`src/hw/rtl/smeu_fifo.sv`:
```
// Two-entry queue used between the front, the back and the result port.
module smeu_fifo #(
   parameter int WIDTH = 32
) (
   input  logic             clock,
   input  logic             reset,
   input  logic             push,
   output logic             full,
   input  logic [WIDTH-1:0] wr_data,
   output logic             empty,
   input  logic             pop,
   output logic [WIDTH-1:0] rd_data
);

   logic [WIDTH-1:0] mem_ff [2];
   logic             wr_ptr_ff, wr_ptr_in;
   logic             rd_ptr_ff, rd_ptr_in;
   logic [1:0]       cnt_ff, cnt_in;
   logic             do_push, do_pop;

   assign full    = (cnt_ff == 2'd2);
   assign empty   = (cnt_ff == 2'd0);
   assign do_push = push && !full;
   assign do_pop  = pop && !empty;
   assign rd_data = mem_ff[rd_ptr_ff];

   always_comb begin
      wr_ptr_in = do_push ? !wr_ptr_ff : wr_ptr_ff;
      rd_ptr_in = do_pop ? !rd_ptr_ff : rd_ptr_ff;
      cnt_in    = cnt_ff + 2'(do_push) - 2'(do_pop);
   end

   always_ff @(posedge clock) begin
      if (reset) begin
         wr_ptr_ff <= 1'b0;
         rd_ptr_ff <= 1'b0;
         cnt_ff    <= 2'd0;
      end else begin
         wr_ptr_ff <= wr_ptr_in;
         rd_ptr_ff <= rd_ptr_in;
         cnt_ff    <= cnt_in;
      end
      if (do_push) begin
         mem_ff[wr_ptr_ff] <= wr_data;
      end
   end

endmodule

```
`config.mk`:
```
export PLATFORM = sky130hd
export DESIGN_NAME = smeu_fifo
export DESIGN_NICKNAME = d
export VERILOG_FILES = /design/src/hw/rtl/smeu_fifo.sv
export SDC_FILE = /design/constraint.sdc
export NUM_CORES = 1
export LEC_CHECK = 0
export ABC_AREA = 1
export CAP_MARGIN = 20
export CORE_MARGIN = 1
export CORE_UTILIZATION = 37
export CTS_BUF_LIST = sky130_fd_sc_hd__clkbuf_4
export CTS_CLUSTER_SIZE = 8
export DETAILED_ROUTE_END_ITERATION = 10
export DONT_BUFFER_PORTS = 1
export GPL_ROUTABILITY_DRIVEN = 0
export PLACE_DENSITY = 0.58
export SLEW_MARGIN = 20
export SYNTH_ARGS = -nofsm -noshare
export SYNTH_HDL_FRONTEND = slang
export SYNTH_SLANG_ARGS = --single-unit
```
`constraint.sdc`:
```
create_clock -name clock -period 5.2 [get_ports clock]
set_clock_uncertainty 0.1 [all_clocks]
set_input_delay 0.52 -clock clock [delete_from_list [all_inputs] [get_ports clock]]
set_output_delay 0.52 -clock clock [all_outputs]
set_load 0.02 [all_outputs]
```
==> flow_summary.yaml <==
run_status:
  status: "finished, final reports clean"
logic_synthesis:
  syn_inst: 139
  synth.net_count: 177
  synth_seq_cells: 69
  avgSynthCellArea_um2: 19.55
  yosysWarnings: 0
  synth_area_um2: 2718
  yosys.cell_types.count: 12
  yosysSeqAreaShare: 0.7440
power:
  p_leak_nw: 1.066
  powerDensity_nw_per_um2: 518.9
  peakVddDrop_uv: 248.4
grt:
  grt_usage: 0.1177
  grt_pass1_vias: 1242
  grt_pass1_wl_um: 6265
  antenna_found_initial: 0
  grt_max_degree: 33
  grt.overflow.total: 0
worst_setup_path:
  timing.critical_path.buf_inv: 0
  path_delay_family: "flip-flops"
  worstPathRequired_ns: 4.58
  end_kind: "output port"
  path_max_fanout: 32
  critPathArrivalTime_ns: 1.91
  cp_cell_sequence: "mux2_2"
  critPathKind: "reg2out"
  slowest_delay_ns: 1.03
  slowest_stage: "dfxtp_2"
  cp-start-kind: "register"
drt:
  wl_per_cell_um: 17.10
  first_iter_violations: 55
  viasPerCell: 4.645
  ant_nets: 0
  vias: 1152
  route.detailed.drc: 0
  routed_wl_um: 4240
  first_pass_iters: 4
layout:
  diodes: 0
  area_delta_synth_final_pct: 8.011
  fin_cells: 248
  drive_gt1_frac: 0.3224
  nNetsFinal: 185
cts:
  cts_sinks: 69
  cts_resized: 0
  cts_root_buf: "clkbuf_4"
  htreeDepth: 3
  cts_tree: "built"
  numCtsBuffers: 9
  hold_buffers: 0
  clkTransAtPathRegs_ns: 0.10
  clk_latency_ns: 0.39
  post-cts-setup-buffer-count: 0
  clk_path_buf_depth: 2
timing:
  tightestPinTransition_ns: 1.038
  layout_min_cycle_time_ns: 2.525
  clock.fmax_mhz: 396.0
  relSlewSlack: 0.3077
  hold_viol_final: 0
  final-max-slew-violation-count: 0
  rsz0062_at_grt: "no"
  fin_setup_tns_ns: 0
  min_period_over_period: 0.4856
  setup_viol: 0
floorplan:
  die_height_um: 87.70
  coreArea_um2: 6944
  row_count: 30
  start_util: 0.3914
  io_pins: 70
  dieArea_um2: 7691
  die_w_um: 87.70
placement:
  hpwl_um: 2841
  portBuffers: 0
  placedCellCount: 232
flow_run:
  max-cap-violations: 0
hold_path:
  holdCritPathClass: "in2reg"
==> layer usage <==
metal	global-route usage	wire [um]	vias to the layer above
met5	0	0	-
met4	0.06706	70	0
met3	0.05938	371	8
met2	0.2030	2238	54
met1	0.1135	1560	563
li1	-	-	527
==> final cells by class <==
type | count | area, um^2
clock buffers | 10 | 75.07
clock inverters | 6 | 77.57
fillers | 606 | 4009
inverters | 10 | 37.54
multi-input cells | 56 | 594.3
flip-flops and latches | 69 | 2023
well taps | 96 | 120.1
repair buffers | 1 | 7.507
==> kinds of logic after synthesis <==
kind of cell               synth area share
AOI/OAI and AO/OA                  0.003683
adders and majority gates          0.009207
DFF                                  0.7440
and+or+nand+nor                     0.02900
muxes                                0.1740
buffers and inverters               0.04006
==> cell usage after synthesis <==
cell       n  share of area
edfxtp_1  64           0.71
buf_12     3          0.022
nand2_1    8          0.011
buf_6      1         0.0041
nand3_1    3         0.0055
mux2_4    30           0.17
dfxtp_1    5          0.037
inv_1     10          0.014
nor2_1     9          0.012
mux2_2     2         0.0083
a21oi_1    2         0.0037
ha_1       2         0.0092
==> path summary, 6_finish.rpt <==
check,from,end,slack (ns),cells past startpoint
hold / removal,reset,cnt_ff[0],0.09,1
hold reg to reg,rd_ptr_ff,rd_ptr_ff,0.45,2
setup reg to reg,cnt_ff[0],mem_ff[1][10],3.23,5
setup / recovery,register,rd_data[0],2.67,1
==> flip-flops by register name, summed over array words and instances (netlist names), named ones only <==
name	cells
wr_ptr_ff	1
rd_ptr_ff	1
mem_ff	64
cnt_ff	2
==> layout by cell type, fill, tap and decap left out <==
cell / synthesis / layout
clkinv_2: 0 / 2
dfxtp_2: 0 / 1
edfxtp_1: 64 / 64
dfxtp_1: 5 / 4
nand3_1: 3 / 3
ha_1: 2 / 2
nand2_1: 8 / 8
buf_4: 0 / 1
nor2_1: 9 / 8
mux2_4: 30 / 30
mux2_2: 2 / 2
bufinv_16: 0 / 2
nor2_4: 0 / 1
a21oi_1: 2 / 2
inv_1: 10 / 10
clkbuf_4: 0 / 10
clkinv_1: 0 / 2
==> per-stage QoR <==
stage               instance area (um^2)    util  power (mW)  setup WS, ns  hold slack (ns)
CTS                                 2935  0.4227       1.547         2.606          0.05903
floorplan                           2718       -       1.137         2.736           0.3675
global placement                    2783  0.4007       1.151         3.082           0.3852
detailed placement                  2783  0.4007       1.176         3.067           0.4315
finish                              2935  0.4227       1.523         2.675          0.09390
global route                        2935  0.4227       1.600         2.552          0.04969
==> power by group <==
group	internal [mW]	total [mW]	switching, mW
clock	0.196	0.368	0.172
sequential	0.707	0.772	0.0651
combinational	0.156	0.383	0.227
No activity file was read; power rests on OpenSTA's default activity.
