<file path="config.mk">
export PLATFORM = sky130hd
export DESIGN_NAME = smeu_front
export DESIGN_NICKNAME = d
export VERILOG_FILES = /design/src/hw/rtl/smeu_pkg.sv /design/src/hw/rtl/smeu_fifo.sv /design/src/hw/rtl/smeu_front.sv
export SDC_FILE = /design/constraint.sdc
export NUM_CORES = 1
export LEC_CHECK = 0
export ABC_CLOCK_PERIOD_IN_PS = 6400
export BUFFER_PORTS_ARGS = -buffer_cell sky130_fd_sc_hd__buf_4
export CAP_MARGIN = 10
export CORE_ASPECT_RATIO = 0.75
export CORE_UTILIZATION = 55
export CTS_BUF_LIST = sky130_fd_sc_hd__clkbuf_4
export CTS_CLUSTER_DIAMETER = 40
export DETAILED_ROUTE_END_ITERATION = 8
export GPL_ROUTABILITY_DRIVEN = 0
export PLACE_DENSITY = 0.8
export SYNTH_ARGS = -nofsm -noshare
export SYNTH_HDL_FRONTEND = slang
export SYNTH_SLANG_ARGS = --single-unit
</file>
<file path="constraint.sdc">
create_clock -name clock -period 6.4 [get_ports clock]
set_clock_uncertainty 0.2 [all_clocks]
set_input_delay 0 -clock clock [delete_from_list [all_inputs] [get_ports clock]]
set_output_delay 0 -clock clock [all_outputs]
set_load 0.02 [all_outputs]
</file>
<file path="src/hw/rtl/smeu_pkg.sv">
// Types, codes and defaults of the stack machine execute unit.
package smeu_pkg;

   localparam int STACK_DEPTH_DEF   = 1024;
   localparam int GLOBALS_DEPTH_DEF = 256;
   localparam int MAX_PRINT_DEF     = 16;

   localparam logic [5:0] OP_HALT   = 6'd0;
   localparam logic [5:0] OP_NOP    = 6'd1;
   localparam logic [5:0] OP_LOADG  = 6'd2;
   localparam logic [5:0] OP_STOREG = 6'd3;
   localparam logic [5:0] OP_PUSHC  = 6'd4;
   localparam logic [5:0] OP_POP    = 6'd5;
   localparam logic [5:0] OP_SWAP   = 6'd6;
   localparam logic [5:0] OP_DUP    = 6'd7;
   localparam logic [5:0] OP_GOTO   = 6'd8;
   localparam logic [5:0] OP_BR_EQ  = 6'd9;
   localparam logic [5:0] OP_BR_NE  = 6'd10;
   localparam logic [5:0] OP_BR_LT  = 6'd11;
   localparam logic [5:0] OP_BR_LE  = 6'd12;
   localparam logic [5:0] OP_BR_GT  = 6'd13;
   localparam logic [5:0] OP_BR_GE  = 6'd14;
   localparam logic [5:0] OP_BR_Z   = 6'd15;
   localparam logic [5:0] OP_BR_NZ  = 6'd16;
   localparam logic [5:0] OP_ADD    = 6'd17;
   localparam logic [5:0] OP_SUB    = 6'd18;
   localparam logic [5:0] OP_MUL    = 6'd19;
   localparam logic [5:0] OP_DIV    = 6'd20;
   localparam logic [5:0] OP_MOD    = 6'd21;
   localparam logic [5:0] OP_POW    = 6'd22;
   localparam logic [5:0] OP_AND    = 6'd23;
   localparam logic [5:0] OP_OR     = 6'd24;
   localparam logic [5:0] OP_CMP    = 6'd25;
   localparam logic [5:0] OP_EQ     = 6'd26;
   localparam logic [5:0] OP_NE     = 6'd27;
   localparam logic [5:0] OP_LT     = 6'd28;
   localparam logic [5:0] OP_LE     = 6'd29;
   localparam logic [5:0] OP_GT     = 6'd30;
   localparam logic [5:0] OP_GE     = 6'd31;
   localparam logic [5:0] OP_NEG    = 6'd32;
   localparam logic [5:0] OP_NOT    = 6'd33;
   localparam logic [5:0] OP_PRINT  = 6'd34;

   localparam logic CSR_GLOBALS = 1'b0;
   localparam logic CSR_LIMIT   = 1'b1;

   typedef enum logic [2:0] {
      ST_OK      = 3'd0,
      ST_HALTED  = 3'd1,
      ST_OVF     = 3'd2,
      ST_UNDF    = 3'd3,
      ST_BADG    = 3'd4,
      ST_INVOP   = 3'd5,
      ST_DIVZ    = 3'd6,
      ST_BADPRN  = 3'd7
   } smeu_status_type;

   typedef enum logic [3:0] {
      CL_HALT    = 4'd0,
      CL_NOP     = 4'd1,
      CL_LOADG   = 4'd2,
      CL_STOREG  = 4'd3,
      CL_PUSHC   = 4'd4,
      CL_POP     = 4'd5,
      CL_SWAP    = 4'd6,
      CL_DUP     = 4'd7,
      CL_GOTO    = 4'd8,
      CL_BRANCH  = 4'd9,
      CL_BINOP   = 4'd10,
      CL_UNOP    = 4'd11,
      CL_PRINT   = 4'd12,
      CL_INVALID = 4'd13
   } smeu_class_type;

   typedef struct packed {
      logic [5:0]     op;
      smeu_class_type cls;
      logic [1:0]     need;
      logic           print_bad;
      logic [31:0]    operand;
   } smeu_issue_type;

   typedef struct packed {
      smeu_status_type status;
      logic [31:0]     pc_delta;
      logic            print_valid;
      logic [31:0]     print_value;
      logic            last;
   } smeu_rsp_type;

endpackage

</file>
<file path="src/hw/rtl/smeu_fifo.sv">
// Two-entry queue used between the front, the back and the result port.
module smeu_fifo #(
   parameter int WIDTH = 32
) (
   input  logic             clock,
   input  logic             reset,
   input  logic             push,
   output logic             full,
   input  logic [WIDTH-1:0] wr_data,
   output logic             empty,
   input  logic             pop,
   output logic [WIDTH-1:0] rd_data
);

   logic [WIDTH-1:0] mem_ff [2];
   logic             wr_ptr_ff, wr_ptr_in;
   logic             rd_ptr_ff, rd_ptr_in;
   logic [1:0]       cnt_ff, cnt_in;
   logic             do_push, do_pop;

   assign full    = (cnt_ff == 2'd2);
   assign empty   = (cnt_ff == 2'd0);
   assign do_push = push && !full;
   assign do_pop  = pop && !empty;
   assign rd_data = mem_ff[rd_ptr_ff];

   always_comb begin
      wr_ptr_in = do_push ? !wr_ptr_ff : wr_ptr_ff;
      rd_ptr_in = do_pop ? !rd_ptr_ff : rd_ptr_ff;
      cnt_in    = cnt_ff + 2'(do_push) - 2'(do_pop);
   end

   always_ff @(posedge clock) begin
      if (reset) begin
         wr_ptr_ff <= 1'b0;
         rd_ptr_ff <= 1'b0;
         cnt_ff    <= 2'd0;
      end else begin
         wr_ptr_ff <= wr_ptr_in;
         rd_ptr_ff <= rd_ptr_in;
         cnt_ff    <= cnt_in;
      end
      if (do_push) begin
         mem_ff[wr_ptr_ff] <= wr_data;
      end
   end

endmodule

</file>
<file path="src/hw/rtl/smeu_front.sv">
// Front end: accepts requests, classifies opcodes and queues them for the back end.
module smeu_front import smeu_pkg::*; #(
   parameter int MAX_PRINT = MAX_PRINT_DEF
) (
   input  logic           clock,
   input  logic           reset,
   input  logic           hold,
   input  logic           req_push,
   output logic           req_full,
   input  logic [5:0]     req_type,
   input  logic [31:0]    req_operand,
   output logic           issue_valid,
   input  logic           issue_take,
   output smeu_issue_type issue
);

   smeu_issue_type dec;
   logic           q_full, q_empty;

   always_comb begin
      dec.op        = req_type;
      dec.operand   = req_operand;
      dec.need      = 2'd0;
      dec.print_bad = req_operand[31] || (req_operand == 32'd0) ||
                      (req_operand > 32'(MAX_PRINT));
      if (req_type == OP_HALT) begin
         dec.cls = CL_HALT;
      end else if (req_type == OP_NOP) begin
         dec.cls = CL_NOP;
      end else if (req_type == OP_LOADG) begin
         dec.cls = CL_LOADG;
      end else if (req_type == OP_STOREG) begin
         dec.cls  = CL_STOREG;
         dec.need = 2'd1;
      end else if (req_type == OP_PUSHC) begin
         dec.cls = CL_PUSHC;
      end else if (req_type == OP_POP) begin
         dec.cls = CL_POP;
      end else if (req_type == OP_SWAP) begin
         dec.cls  = CL_SWAP;
         dec.need = 2'd2;
      end else if (req_type == OP_DUP) begin
         dec.cls  = CL_DUP;
         dec.need = 2'd1;
      end else if (req_type == OP_GOTO) begin
         dec.cls = CL_GOTO;
      end else if (req_type >= OP_BR_EQ && req_type <= OP_BR_NZ) begin
         dec.cls  = CL_BRANCH;
         dec.need = (req_type >= OP_BR_Z) ? 2'd1 : 2'd2;
      end else if (req_type >= OP_ADD && req_type <= OP_GE) begin
         dec.cls  = CL_BINOP;
         dec.need = 2'd2;
      end else if (req_type == OP_NEG || req_type == OP_NOT) begin
         dec.cls  = CL_UNOP;
         dec.need = 2'd1;
      end else if (req_type == OP_PRINT) begin
         dec.cls = CL_PRINT;
      end else begin
         dec.cls = CL_INVALID;
      end
   end

   assign req_full    = q_full || hold;
   assign issue_valid = !q_empty;

   smeu_fifo #(
      .WIDTH($bits(smeu_issue_type))
   ) u_queue (
      .clock  (clock),
      .reset  (reset),
      .push   (req_push && !req_full),
      .full   (q_full),
      .wr_data(dec),
      .empty  (q_empty),
      .pop    (issue_take),
      .rd_data(issue)
   );

endmodule

</file>
==> results of run 1 <==
-- path summary, 6_finish.rpt --
kind | endpoint | cells past startpoint
hold reg to reg | u_queue.cnt_ff[1]$_SDFF_PP0_ | 2
setup / recovery | issue[18] | 2
setup reg to reg | u_queue.mem_ff[1][36]$_DFFE_PP_ | 3
hold / removal | u_queue.rd_ptr_ff$_SDFFE_PP0P_ | 3
-- logic make-up (layout without fill, tap and decap cells) --
family / count (synthesis) / after routing
compound gates: 14 / 14
xor+xnor: 3 / 3
fa+ha+maj: 3 / 3
buf+inv: 14 / 154
flops: 95 / 95
mux: 45 / 45
simple gates: 35 / 35
-- cells in the mapped netlist, drive strengths merged --
| cell type | instances |
|---|---|
| ha | 2 |
| o31a | 1 |
| or3 | 1 |
| nor3 | 3 |
| inv | 5 |
| mux2 | 45 |
| and2 | 2 |
| o32ai | 1 |
| nor2b | 3 |
| dfxtp | 5 |
| or2 | 2 |
| a22oi | 1 |
| and3b | 1 |
| clkbuf | 1 |
| a31oi | 1 |
| o21ba | 1 |
| edfxtp | 90 |
| nand4 | 1 |
| a2bb2oi | 1 |
| or3b | 1 |
| nand2 | 3 |
| nand2b | 1 |
| nor2 | 7 |
| o221ai | 1 |
| nor4 | 9 |
| o21a | 2 |
| o311ai | 1 |
| or4 | 1 |
| xnor2 | 1 |
| xor2 | 2 |
| o221a | 1 |
| o21ai | 3 |
| maj3 | 1 |
| buf | 8 |
-- routing by layer --
| metal | part of all wire | wire, µm | global-route usage | vias to the layer above |
|---|---|---|---|---|
| met3 | 0.060 | 448 | 0.0714 | 8 |
| met4 | 0.012 | 93 | 0.0623 | 0 |
| met5 | 0 | 0 | 0 | - |
| met1 | 0.43 | 3210 | 0.264 | 1121 |
| li1 | - | - | - | 1089 |
| met2 | 0.50 | 3710 | 0.385 | 78 |
-- metrics by stage --
| stage | hold slack, ps | setup slack, ps | instances | power (mW) | cell area, µm² |
|---|---|---|---|---|---|
| 4_1_cts | 66.3 | 4010 | 430 | 1.57 | 5090 |
| 3_5_place_dp | -8.16 | 4180 | 371 | 1.21 | 4510 |
| 3_3_place_gp | -6.61 | 4200 | 371 | 1.20 | 4510 |
| 5_1_grt | 61.1 | 3930 | 430 | 1.63 | 5090 |
| 6_report | 91.2 | 4080 | 430 | 1.56 | 5090 |
| 2_1_floorplan | -128 | 739 | 209 | 1.04 | 3770 |
-- power groups by stage --
| stage | combinational [mW] | sequential (mW) | clock, mW |
|---|---|---|---|
| floorplan | 0.284 | 0.756 | 0 |
| global placement | 0.409 | 0.793 | 0 |
| detailed placement | 0.412 | 0.795 | 0 |
| CTS | 0.438 | 0.781 | 0.351 |
| global route | 0.467 | 0.788 | 0.370 |
| finish | 0.441 | 0.780 | 0.343 |
-- worst max-delay path, stage by stage (launching register included) --
cell,delay (ps)
dfxtp_2,1060
mux2_2,450
buf_4,160
-- final cells by class --
type	instances	area, µm²
fill	365	1380
tap	81	101
multi-input combinational	100	907
inverter	5	18.8
clock buffer	9	67.6
timing repair buffer	133	1110
clock inverter	7	87.6
sequential	95	2800
-- placed cells by master (no fill, tap or decap), types with 2 or more instances in the layout --
| master | netlist | layout |
|---|---|---|
| buf_4 | 0 | 90 |
| edfxtp_1 | 90 | 90 |
| mux2_2 | 45 | 45 |
| dlygate4sd3_1 | 0 | 43 |
| clkbuf_4 | 0 | 9 |
| nor2_1 | 7 | 7 |
| inv_1 | 5 | 5 |
| nor4_2 | 4 | 5 |
| nor4_1 | 5 | 4 |
| dfxtp_1 | 5 | 4 |
| nor2b_1 | 3 | 3 |
| nor3_1 | 3 | 3 |
| nand2_1 | 3 | 3 |
| o21ai_0 | 3 | 3 |
| clkinv_2 | 0 | 3 |
| o21a_1 | 2 | 2 |
| xor2_1 | 2 | 2 |
| ha_1 | 2 | 2 |
| bufinv_16 | 0 | 2 |
-- repair_timing --
| item | in CTS | in global routing |
|---|---|---|
| endpoints found under the setup margin | 0 | 0 |
| resized for setup | 0 | 0 |
| buffers inserted | 0 | 0 |
| hold buffers | 43 | 0 |
| hold endpoints to repair | 95 | 0 |
-- flip-flops by register name (all words and copies together), names as in the netlist, named ones only --
register and count:
u_queue.mem_ff 90, u_queue.cnt_ff 2, u_queue.rd_ptr_ff 1, u_queue.wr_ptr_ff 1
==> impl_metrics.json, run 1 <==
{
  "clk_path_buf_depth": 2,
  "synth_compound_area_frac": 0.0289,
  "portBuffers": 89,
  "cp_max_fo": 45,
  "htreeDepth": 3,
  "cap_violations": 0,
  "die_y_um": 73.7,
  "violations": "DRC",
  "r2r-start": "u_queue.cnt_ff[1]$_SDFF_PP0_",
  "synthXorXnorAreaFrac": 0.00697,
  "grt_pass1_vias": 2366,
  "die_w_um": 97.6,
  "worstPathRequired_ps": 6200,
  "cellPowerDensity_mw_per_mm2": 307,
  "fin_crit_ps": 2320,
  "setup_tns_ps": 0,
  "cts.sinks": 95,
  "critical_path_class": "reg2out",
  "drt-vias-per-instance": 5.34,
  "synthAdderAreaFrac": 0.00962,
  "tightest_slew_ps": 1090,
  "yosys_warnings": 0,
  "synth_nets": 254,
  "switchingPower_mw": 0.449,
  "post_drt_wl_per_cell_um": 17.3,
  "initial_utilization": 0.582,
  "wl_um": 7460,
  "grt_pass1_wl_um": 11600,
  "p_sw_frac": 0.287,
  "regToRegSetupSlack_ps": 4160,
  "synth_cells": 209,
  "seqPwrFrac": 0.499,
  "area_growth_pct": 35.1,
  "drive_gt1_frac": 0.458,
  "ant_nets": 0,
  "hp-start": "reset",
  "grt_util_all_layers": 0.219,
  "antenna_cells": 0,
  "fmax_ghz": 0.431,
  "grt_max_degree": 47,
  "hold_path.class": "in2reg",
  "drc_errors": 14,
  "worstSetupEndpointType": "output pin",
  "slew_headroom": 0.272,
  "antenna_found_initial": 0,
  "synthSimpleGateAreaFrac": 0.0587,
  "io_pins": 90,
  "num_vias": 2296,
  "nets": 389,
  "setup_viol": 0,
  "internal_power_mw": 1.11,
  "synth_area_leaders": "edfxtp_1 72%, mux2_2 13%, dfxtp_1 2.7%, nor4_2 1.3%, nor4_1 0.83%",
  "dieArea_mm2": 0.00719,
  "numCtsBuffers": 9,
  "p_clk_frac": 0.220,
  "finalCritPeriodShare": 0.363,
  "irDropWorstVdd_uv": 284,
  "rows": 25,
  "core_mm2": 0.00647,
  "grt_remaining_overflow": 0,
  "final_util": 0.786,
  "dp_hpwl_um": 4230,
  "firstDrtPassIters": 6,
  "status": "finished with violations",
  "drv_slew": 0,
  "clk_pin_slew_worst_paths_ps": 130,
  "clkLatencyLatePin_ps": 430,
  "synth_top_family_by_area": "multiplexers",
  "muxShareOfSynthArea": 0.134,
  "cts_root_buf": "clkbuf_4",
  "comb_power_share": 0.282,
  "synth.avg_cell_area_um2": 18.0,
  "synth_top_area_cell": "edfxtp_1",
  "cp-start-kind": "flop",
  "rsz0062_at_grt": "false",
  "cts_tree": "yes",
  "hold_viol_final": 0,
  "dr.first_iter.drc_count": 123,
  "syn_area_mm2": 0.00377,
  "ys_seq_elements": 95,
  "p_leak_nw": 1.87,
  "yosysUniqueCellTypes": 38,
  "synth_top_area_share": 0.717,
  "worstPathArrival_ps": 2120,
  "yosysSeqAreaShare": 0.743
}
Note: power is estimated with default switching activity, not from simulation.
==> run 2: changes to the inputs <==
--- a/config.mk
+++ b/config.mk
@@ -5,7 +5,8 @@
 export SDC_FILE = /design/constraint.sdc
 export NUM_CORES = 1
 export LEC_CHECK = 0
-export ABC_CLOCK_PERIOD_IN_PS = 6400
+export ABC_AREA = 1
+export ABC_CLOCK_PERIOD_IN_PS = 2280
 export BUFFER_PORTS_ARGS = -buffer_cell sky130_fd_sc_hd__buf_4
 export CAP_MARGIN = 10
 export CORE_ASPECT_RATIO = 0.75
@@ -14,7 +15,7 @@
 export CTS_CLUSTER_DIAMETER = 40
 export DETAILED_ROUTE_END_ITERATION = 8
 export GPL_ROUTABILITY_DRIVEN = 0
-export PLACE_DENSITY = 0.8
+export PLACE_DENSITY = 0.79
 export SYNTH_ARGS = -nofsm -noshare
 export SYNTH_HDL_FRONTEND = slang
 export SYNTH_SLANG_ARGS = --single-unit
==> constraint.sdc (replaced) <==
create_clock -name clock -period 2.28 [get_ports clock]
set_clock_uncertainty 0.2 [all_clocks]
set_input_delay 0 -clock clock [delete_from_list [all_inputs] [get_ports clock]]
set_output_delay 0 -clock clock [all_outputs]
set_load 0.02 [all_outputs]
==> impl_metrics.json, run 2 <==
{
  "status": "finished with violations",
  "violations": "DRC, hold timing",
  "hold_path.class": "in2reg",
  "post_drt_wl_per_cell_um": 16.4,
  "critical_path_class": "reg2reg",
  "finalCritPeriodShare": 0.822,
  "area_growth_pct": 36.0,
  "cellPowerDensity_mw_per_mm2": 799,
  "rsz0062_at_grt": "false",
  "firstDrtPassIters": 9,
  "place_inst": 416,
  "finalNonFillerCells": 476,
  "cp-start-kind": "flop",
  "slew_headroom": 0.760,
  "largest_reg_flops": 90,
  "fmax_ghz": 0.534,
  "cts.sinks": 95,
  "fillers": 370,
  "initial_utilization": 0.590,
  "synth_top_area_share": 0.704,
  "dieArea_mm2": 0.00732,
  "setup_viol": 0,
  "worstPathArrival_ps": 2030,
  "yosys-top-cells-count": "90 x edfxtp_1, 45 x mux2_2, 27 x nor2_1, 21 x nand2_1, 18 x inv_1",
  "yosys_warnings": 0,
  "grt_pass1_vias": 2469,
  "grt_remaining_overflow": 0,
  "numCtsBuffers": 9,
  "clkLatencyLatePin_ps": 430,
  "portBuffers": 89,
  "tightest_slew_ps": 361,
  "layout_common_cells": "92 x buf_4, 90 x edfxtp_1, 45 x mux2_2, 42 x dlygate4sd3_1, 25 x nor2_1",
  "hold_viol_final": 1,
  "clk_path_buf_depth": 2,
  "hold_ws_ps": -8.25,
  "synth_ff_type": "edfxtp_1",
  "worstPathRequired_ps": 2430,
  "yosysSeqAreaShare": 0.730,
  "fin_crit_ps": 1870,
  "synth_edf_count": 90,
  "drt-vias-per-instance": 5.11,
  "grt_pass1_wl_um": 12200,
  "drive_gt1_frac": 0.420,
  "grt_max_degree": 46,
  "synth_area_leaders": "edfxtp_1 70%, mux2_2 13%, nor2_1 2.6%, dfxtp_1 2.6%, nand2_1 2.1%",
  "antenna_found_initial": 0,
  "die_w_um": 98.5,
  "rows": 25,
  "core_mm2": 0.00651,
  "irDropWorstVdd_uv": 511,
  "antenna_cells": 0,
  "num_vias": 2434,
  "htreeDepth": 3,
  "io_pins": 90,
  "worstSetupEndpointType": "flop",
  "dp_hpwl_um": 4690,
  "yosysMostFrequentCell": "edfxtp_1",
  "nets": 435,
  "dr.first_iter.drc_count": 134,
  "mostFrequentLayoutCell": "buf_4",
  "synth_nets": 292,
  "ant_nets": 0,
  "drc_errors": 7,
  "synth.avg_cell_area_um2": 15.5,
  "cap_violations": 0,
  "syn_area_mm2": 0.00384,
  "cts_root_buf": "clkbuf_4",
  "drv_slew": 0,
  "reg_top3": "u_queue.mem_ff (90), u_queue.cnt_ff (2)",
  "yosysUniqueCellTypes": 24,
  "ys_seq_elements": 95,
  "grt_util_all_layers": 0.229,
  "clk_pin_slew_worst_paths_ps": 130,
  "die_y_um": 74.4,
  "p_leak_nw": 2.01,
  "synth_top_area_cell": "edfxtp_1",
  "cp_max_fo": 3,
  "top_register": "u_queue.mem_ff",
  "cts_tree": "yes",
  "ys_async_sr_fraction": 0,
  "synth_cells": 247,
  "wl_um": 7820
}
## run 2: cell types whose count changed after synthesis, moves of 4 or more
cell | before | now
buf_2 | 6 | 1
nor4_2 | 4 | 0
nand3_1 | 0 | 9
nor4_1 | 5 | 1
inv_1 | 5 | 18
nor2_1 | 7 | 27
nand2_1 | 3 | 21
## run 2: path summary, 6_finish.rpt
check	end	cells after the start	slack (ps)	from
setup / recovery	u_queue.cnt_ff[1]$_SDFF_PP0_	10	410	u_queue.cnt_ff[1]$_SDFF_PP0_
hold / removal	u_queue.wr_ptr_ff$_SDFFE_PP0P_	5	-8	hold
setup reg to reg	u_queue.cnt_ff[1]$_SDFF_PP0_	10	410	u_queue.cnt_ff[1]$_SDFF_PP0_
hold reg to reg	u_queue.rd_ptr_ff$_SDFFE_PP0P_	2	290	u_queue.rd_ptr_ff$_SDFFE_PP0P_
## run 2: logic make-up after synthesis
| logic type | after synthesis | share of synthesized area |
|---|---|---|
| mux | 45 | 0.132 |
| flops | 95 | 0.730 |
| xor+xnor | 2 | 0.00456 |
| buf+inv | 23 | 0.0306 |
| compound gates | 7 | 0.00978 |
| simple gates | 73 | 0.0864 |
| fa+ha+maj | 2 | 0.00652 |
## run 2: metal layers
layer,part of all wire,GRT usage
met5,0,0
met3,0.063,0.0695
met1,0.42,0.280
met4,0.015,0.0697
met2,0.51,0.402
## run 2: power breakdown
part	internal (mW)	switching (mW)
Clock	0.336	0.545
Sequential	2.04	0.0325
Combinational	0.581	0.633
## run 2: critical path, stage by stage (launching register included)
cell and delay, ps:
dfxtp_1 340, inv_1 90, nand2_1 80, nand2_1 90
inv_1 50, ha_1 260, inv_1 40, ha_1 170
xnor2_1 190, nor2_1 70, nor3b_1 220
## run 2: metrics by stage
| step | TNS (ps) | cell area, µm² | power, mW | util | setup slack [ps] |
|---|---|---|---|---|---|
| floorplan | -7920 | 3840 | 2.82 | - | -97.7 |
| global placement | 0 | 4630 | 3.23 | 0.712 | 592 |
| detailed placement | 0 | 4630 | 3.26 | 0.712 | 486 |
| CTS | 0 | 5200 | 4.20 | 0.799 | 14.2 |
| global route | 0 | 5220 | 4.36 | 0.803 | 230 |
| finish | 0 | 5220 | 4.17 | 0.803 | 406 |
## run 2: repair_timing
action                                  4_1_cts  5_1_grt
hold endpoints to repair                     97        0
resized for setup                             0        0
buffers inserted                              0        1
hold buffers                                 43        0
endpoints found under the setup margin        0       43
## run 2: cell type report
cell class | count | area (µm²) | share of cell area
clock buffer | 9 | 67.6 | 0.0129
clock inverter | 7 | 72.6 | 0.0139
inverter | 18 | 67.6 | 0.0129
multi-input combinational | 129 | 933 | 0.179
sequential | 95 | 2800 | 0.537
tap | 81 | 101 | 0.0194
timing repair buffer | 137 | 1180 | 0.225
